## src/hdl/aesc_pkg.sv

```systemverilog
package aesc_pkg;

    localparam int KEY_HALF_WORDS = 30;
    localparam int KEY_ROWS       = KEY_HALF_WORDS / 2;
    localparam int ROW_W          = $clog2(KEY_ROWS);
    localparam int KEY_IDX_W      = 5;

    localparam logic [3:0] MAX_ROUNDS = 4'(KEY_ROWS - 1);
    localparam logic [4:0] BLOCK_BYTES = 5'd16;

    localparam logic [1:0] FUNC_KEY   = 2'd0;
    localparam logic [1:0] FUNC_CTR   = 2'd1;
    localparam logic [1:0] FUNC_BLOCK = 2'd2;

    localparam logic REG_ROUND_COUNT = 1'b0;
    localparam logic [3:0] ROUND_COUNT_RESET = 4'd10;

    localparam logic [7:0] GF_POLY = 8'h1b;

    typedef enum logic [1:0] {
        SEQ_IDLE,
        SEQ_INIT,
        SEQ_ROUND,
        SEQ_OUT
    } seq_state_t;

    typedef struct packed {
        logic                 en;
        logic [KEY_IDX_W-1:0] idx;
        logic [63:0]          hi;
        logic [63:0]          lo;
    } key_wr_t;

    localparam logic [7:0] SBOX [256] = '{
        8'h63,8'h7c,8'h77,8'h7b,8'hf2,8'h6b,8'h6f,8'hc5,8'h30,8'h01,8'h67,8'h2b,8'hfe,8'hd7,8'hab,8'h76,
        8'hca,8'h82,8'hc9,8'h7d,8'hfa,8'h59,8'h47,8'hf0,8'had,8'hd4,8'ha2,8'haf,8'h9c,8'ha4,8'h72,8'hc0,
        8'hb7,8'hfd,8'h93,8'h26,8'h36,8'h3f,8'hf7,8'hcc,8'h34,8'ha5,8'he5,8'hf1,8'h71,8'hd8,8'h31,8'h15,
        8'h04,8'hc7,8'h23,8'hc3,8'h18,8'h96,8'h05,8'h9a,8'h07,8'h12,8'h80,8'he2,8'heb,8'h27,8'hb2,8'h75,
        8'h09,8'h83,8'h2c,8'h1a,8'h1b,8'h6e,8'h5a,8'ha0,8'h52,8'h3b,8'hd6,8'hb3,8'h29,8'he3,8'h2f,8'h84,
        8'h53,8'hd1,8'h00,8'hed,8'h20,8'hfc,8'hb1,8'h5b,8'h6a,8'hcb,8'hbe,8'h39,8'h4a,8'h4c,8'h58,8'hcf,
        8'hd0,8'hef,8'haa,8'hfb,8'h43,8'h4d,8'h33,8'h85,8'h45,8'hf9,8'h02,8'h7f,8'h50,8'h3c,8'h9f,8'ha8,
        8'h51,8'ha3,8'h40,8'h8f,8'h92,8'h9d,8'h38,8'hf5,8'hbc,8'hb6,8'hda,8'h21,8'h10,8'hff,8'hf3,8'hd2,
        8'hcd,8'h0c,8'h13,8'hec,8'h5f,8'h97,8'h44,8'h17,8'hc4,8'ha7,8'h7e,8'h3d,8'h64,8'h5d,8'h19,8'h73,
        8'h60,8'h81,8'h4f,8'hdc,8'h22,8'h2a,8'h90,8'h88,8'h46,8'hee,8'hb8,8'h14,8'hde,8'h5e,8'h0b,8'hdb,
        8'he0,8'h32,8'h3a,8'h0a,8'h49,8'h06,8'h24,8'h5c,8'hc2,8'hd3,8'hac,8'h62,8'h91,8'h95,8'he4,8'h79,
        8'he7,8'hc8,8'h37,8'h6d,8'h8d,8'hd5,8'h4e,8'ha9,8'h6c,8'h56,8'hf4,8'hea,8'h65,8'h7a,8'hae,8'h08,
        8'hba,8'h78,8'h25,8'h2e,8'h1c,8'ha6,8'hb4,8'hc6,8'he8,8'hdd,8'h74,8'h1f,8'h4b,8'hbd,8'h8b,8'h8a,
        8'h70,8'h3e,8'hb5,8'h66,8'h48,8'h03,8'hf6,8'h0e,8'h61,8'h35,8'h57,8'hb9,8'h86,8'hc1,8'h1d,8'h9e,
        8'he1,8'hf8,8'h98,8'h11,8'h69,8'hd9,8'h8e,8'h94,8'h9b,8'h1e,8'h87,8'he9,8'hce,8'h55,8'h28,8'hdf,
        8'h8c,8'ha1,8'h89,8'h0d,8'hbf,8'he6,8'h42,8'h68,8'h41,8'h99,8'h2d,8'h0f,8'hb0,8'h54,8'hbb,8'h16
    };

    function automatic logic [7:0] gf_double(input logic [7:0] a);
        return {a[6:0], 1'b0} ^ (a[7] ? GF_POLY : 8'h00);
    endfunction

endpackage

```

## src/hdl/aesc_key_store.sv

```systemverilog
module aesc_key_store (
    input  logic                          aclk,
    input  aesc_pkg::key_wr_t             wr,
    input  logic [aesc_pkg::ROW_W-1:0]    rd_row,
    output logic [127:0]                  rd_key
);

    logic [63:0] even_bank [aesc_pkg::KEY_ROWS];
    logic [63:0] odd_bank  [aesc_pkg::KEY_ROWS];
    logic [63:0] even_q_reg;
    logic [63:0] odd_q_reg;
    logic        wr_in_range;

    assign wr_in_range = wr.idx < aesc_pkg::KEY_IDX_W'(aesc_pkg::KEY_HALF_WORDS);

    always_ff @(posedge aclk) begin
        if (wr.en && wr_in_range) begin
            if (wr.idx[0]) begin
                odd_bank[wr.idx[aesc_pkg::ROW_W:1]] <= wr.lo;
            end else begin
                even_bank[wr.idx[aesc_pkg::ROW_W:1]] <= wr.hi;
            end
        end
    end

    always_ff @(posedge aclk) begin
        even_q_reg <= even_bank[rd_row];
        odd_q_reg  <= odd_bank[rd_row];
    end

    assign rd_key = {even_q_reg, odd_q_reg};

endmodule

```

## config.mk

```make
export PLATFORM = sky130hd
export DESIGN_NAME = aesc_key_store
export DESIGN_NICKNAME = d
export VERILOG_FILES = /design/src/hdl/aesc_pkg.sv /design/src/hdl/aesc_key_store.sv
export SDC_FILE = /design/constraint.sdc
export NUM_CORES = 2
export LEC_CHECK = 0
export BUFFER_PORTS_ARGS = -buffer_cell sky130_fd_sc_hd__clkbuf_2
export CORE_AREA = 2 2 359 361
export DETAILED_ROUTE_END_ITERATION = 12
export DIE_AREA = 0 0 361 363
export PLACE_DENSITY = 0.84
export SYNTH_ARGS = -nofsm -noshare
export SYNTH_HDL_FRONTEND = slang
export SYNTH_SLANG_ARGS = --single-unit
export TNS_END_PERCENT = 1
```

## constraint.sdc

```tcl
create_clock -name aclk -period 5.9 [get_ports aclk]
set_input_delay 1.18 -clock aclk [delete_from_list [all_inputs] [get_ports aclk]]
set_output_delay 1.18 -clock aclk [all_outputs]
set_load 0.03 [all_outputs]
```

# Yosys cells after proc, flatten, opt, wreduce, memory -nomap -nowiden
# Memory sizes are Yosys's and may differ from the RTL's. A register that Yosys moved wholly into a read port is not among the register bits.
# Index checks and enable logic that the tools add are counted.
totals:
  word_cells: 10
  mem_bits_rw: 1920
  output_inout_bits: 128
  romBits: 0
  ff_bits: 0
  n_memories: 2
  latch_bits: 0
  inputBits: 139
mem_list:
  columns: ["memory", "depth", "word_bits", "rd", "rd_clocked_by_memory_dff", "wr", "line", "text"]
  rows:
  - ["even_bank", 15, 64, 1, 1, 1, "aesc_key_store.sv:8", "logic [63:0] even_bank [aesc_pkg::KEY_ROWS];"]
  - ["odd_bank", 15, 64, 1, 1, 1, "aesc_key_store.sv:9", "logic [63:0] odd_bank [aesc_pkg::KEY_ROWS];"]
classes:
  mul: 0
  eq_ne: 0
  n_shift: 0
  mux: 6
  add_sub_neg: 0
  n_div: 0
  bitwise: 0
  n_lt_le_gt_ge: 1
  reduce_logical: 1
op_table:
  columns: ["op", "n"]
  rows:
  - ["1-bit 2-to-1 mux", 6]
  - ["5-bit less-than comparator, second input constant", 1]
  - ["1-bit logical AND", 1]

# Depth between registers and ports, before layout
logic_depth:
  ltp_word: 4
  mapped_depth: 8
  ltp_nobuf: 4

# Least setup slack after synthesis
# No wires, ideal clock.
synth_timing:
  path_type: "input port to flip-flop"
  startpoint: "input port wr[131] (netlist name)"
  endpoint: "memory odd_bank[3][0] (enable)"
  stages: 3
  setup_time_ns: 0.486
  arrival_time_ns: 4.338
  required_time_ns: 5.414
  slack_ns: 1.076
  n_path_buf: 1
  cell_sequence: "or2_2 > clkbuf_1 > nor2_1"
synth_via:
  elab_chain_len: 4
synth_lines:
  columns: ["element", "line", "text"]
  rows:
  - ["start, declared", "aesc_key_store.sv:3", "input aesc_pkg::key_wr_t wr,"]
  - ["5-bit less-than comparator", "aesc_key_store.sv:14", "assign wr_in_range = wr.idx < aesc_pkg::KEY_IDX_W'(aesc_pkg::KEY_HALF_WORDS);"]
  - ["1-bit logical AND", "aesc_key_store.sv:17", "if (wr.en && wr_in_range) begin"]
  - ["1-bit 2-to-1 mux", "aesc_key_store.sv:17", null]
  - ["1-bit 2-to-1 mux (not written as such)", "aesc_key_store.sv:19", "odd_bank[wr.idx[aesc_pkg::ROW_W:1]] <= wr.lo;"]
  - ["end, declared", "aesc_key_store.sv:9", null]
# Parallel ways exist; a longest one is shown, timed or not.

==> impl_results.md <==
- Relative slew slack: 0.0806
- Setup violators final: 0
- Reg2reg end: odd_q_reg[44]
- Maximum clock rate: 0.308 GHz
- Synth area leaders: edfxtp_1, mux4_2, mux2i_1
- Post-route clock period utilization: 0.551
- Routed WL: 200000 um
- Port Buffer Count: 266
- Post-Synthesis Cells: 3743
- EDFF count, synth: 1920
- Worst-Margin Slew: 1.38 ns
- Vias in the first global route: 41.5k
- Post-DRT Antenna Nets: 0
- Count leader, synth: edfxtp_1
- HP Class: reg2reg
- Worst IR Drop VDD: 0.000353 V
- Synth unique cells: 26
- Critical path class: in2reg
- Synth area leader: edfxtp_1
- FF+latch count, synth: 2048
- Worst r2r src: odd_bank[12][44]
- Max cap viols: 0
- Commonest cells post-synth: edfxtp_1, mux2i_1, mux4_2
- Critical path's slowest cell: or2_4
- DR vias: 41.2k
- H-tree levels: 4
- Vias per cell: 6.97
- DRC: 0
- Setup ws final: 2.65 ns
- Total Routing Usage GR: 0.305
- Fin. max-slew vios: 0
- Hold path depth: 3
- Worst setup startpoint: rd_row[1]
- Critical Path Sink: odd_q_reg[44]
- CTS sink count: 2048
- Layout cells sized above 1: 0.221
- Critical path endpoint category: flip-flop
- GRT overflow: 0
- Synth top area share: 0.759
- CTS tree: built
- Cell Chain, Critical Path: buf_8, or2_4, o22ai_1, a31oi_1, o21ai_1
- Initial antenna violation count: 33
- I/O pins: 267
- Syn_nets: 3882
- Final-stage net count: 4202
- Area Growth Syn to Fin: 12.8%
- Die area: 131000 um^2
- Mapped Avg Cell Area: 20.3 um^2
- Reg clk slew, reported paths: 0.07 ns
- Mapped cell area: 75900 um^2
- Pin count of the biggest net entering global routing: 117
- Die width: 361 um
- Ys Warns: 0
- Post-cts gate resize count: 0
- Setup TNS: 0 ns
- Req. time, crit path: 6.59 ns
- Crit-path max FO: 85
- Post-CTS Setup Bufs: 0
- Chip height: 363 um
- Primary FF master, synth: edfxtp_1
- Hold buffer count at CTS: 0
- Ys async rst share: 0
- Site row count: 131
- DRT iter0 DRCs: 6723
- Critical path arrival: 3.94 ns
- Worst slack, placed: 1.96 ns
- Worst-skew pair later-pin latency: 0.84 ns
- Tmin final: 3.25 ns
- Clock tree buffer depth: 3
- Hpwl dp: 101000 um
- GP Congestion: 0.781
- Root Buffer: clkbuf_16
- Reg2reg setup slack: 4.18 ns
- Final Skew: 0.0312 ns
- Crit-path max cell delay: 1.04 ns
- RSZ-0062 raised after global routing: false
- Drt wl/cell: 33.9 um
- Endpoints failing hold: 0
- Post-synthesis sequential area ratio: 0.793
- Initial Utilization: 0.598
- Worst setup SP type: input pin
- PwrDens: 354 nW/um^2
- Pleak: 28.3 nW
- Reg2Reg Depth: 4
- CTS buffer count: 188
- TritonRoute pass-1 iters: 6
- Core ar.: 127000 um^2
- Status: complete, no violations
- First-pass GRT wire length: 286000 um
-- critical path: cells and delay by family --
| kind | cells | cell delay (ns) |
|---|---|---|
| compound gates | 3 | 0.93 |
| buf+inv | 1 | 0.55 |
| simple gates | 1 | 1.04 |
-- kinds of logic (layout without fill, tap and decap cells) --
kind of cell | after synthesis | after routing | synth area share
DFF | 2048 | 2048 | 0.793
muxes | 535 | 535 | 0.113
AOI/OAI and AO/OA | 617 | 617 | 0.0543
buffers and inverters | 228 | 710 | 0.0163
other | 0 | 22 | 0
and+or+nand+nor | 315 | 315 | 0.0239
-- cells in the final DEF (no fill, tap or decap), types with 2 or more instances in the layout --
master      Yosys  final
clkinvlp_4      0      6
clkinv_2        0     32
inv_6           0      4
nand2_1        27     27
buf_12          0     18
o22ai_1       128    128
edfxtp_1     1920   1920
buf_8           0      2
clkbuf_8        0     13
nand3_1         4      4
mux2i_1       279    279
clkbuf_2        0    262
a211o_1       105    105
or2_4           0      2
nor2b_1       110    108
bufinv_16       0     19
a31oi_1       128    128
inv_4           0      2
a22oi_1       128    128
inv_16          0      3
clkinv_8        0      5
mux4_2        256    256
clkbuf_1      113     53
nand2b_4        0      2
nand2b_1      133    130
clkbuf_16       0    192
buf_4          41     72
o21ai_1       128    128
buf_6          25      2
diode_2         0     22
clkinv_1        0     23
dfxtp_1       128    128
nor2_4          0     35
nor2b_4         0      2
-- how the worst min path moves through the flow --
| stage | startpoint | end | slack [ns] |
|---|---|---|---|
| after floorplan | odd_bank[14][62] | odd_q_reg[62] | 0.58 |
| after global placement | odd_bank[14][31] | odd_q_reg[31] | 0.59 |
| after detailed placement | even_bank[14][11] | even_q_reg[11] | 0.60 |
| after CTS | even_bank[14][44] | even_q_reg[44] | 0.61 |
| after global routing | even_bank[14][44] | even_q_reg[44] | 0.64 |
| final | even_bank[14][44] | even_q_reg[44] | 0.62 |
-- metal layers --
| metal | track usage | vias to the layer above | wire (um) |
|---|---|---|---|
| met5 | 0 | - | 128 |
| met4 | 0.152 | 20 | 9510 |
| met3 | 0.0807 | 593 | 25600 |
| met2 | 0.490 | 3703 | 98000 |
| met1 | 0.389 | 20836 | 66800 |
| li1 | - | 16016 | - |
-- stage by stage --
step	util	hold slack, ns	total power [mW]	cell area [um^2]	instances
floorplan	-	0.578	17.5	75900	3743
global placement	0.625	0.588	18.1	79400	5535
global route	0.674	0.636	30.9	85600	5903
CTS	0.674	0.614	30.3	85600	5887
finish	0.674	0.616	30.3	85700	5909
detailed placement	0.625	0.599	18.2	79400	5535
-- cell type report --
| cell class | instances | area, um^2 |
|---|---|---|
| diodes | 22 | 55.1 |
| clock buffers | 258 | 5180 |
| clock inverters | 94 | 1060 |
| fillers | 7119 | 41400 |
| inverters | 2 | 12.5 |
| multi-input cells | 1467 | 14800 |
| flip-flops and latches | 2048 | 60200 |
| well taps | 1662 | 2080 |
| repair buffers | 356 | 2260 |
-- power by group --
part	switching (mW)	internal (mW)	total, mW
combinational	1.16	0.518	1.68
sequential	0.143	16.1	16.3
clock	5.37	7.02	12.4
total	6.68	23.7	30.3
No activity file was read; power rests on OpenSTA's default activity.
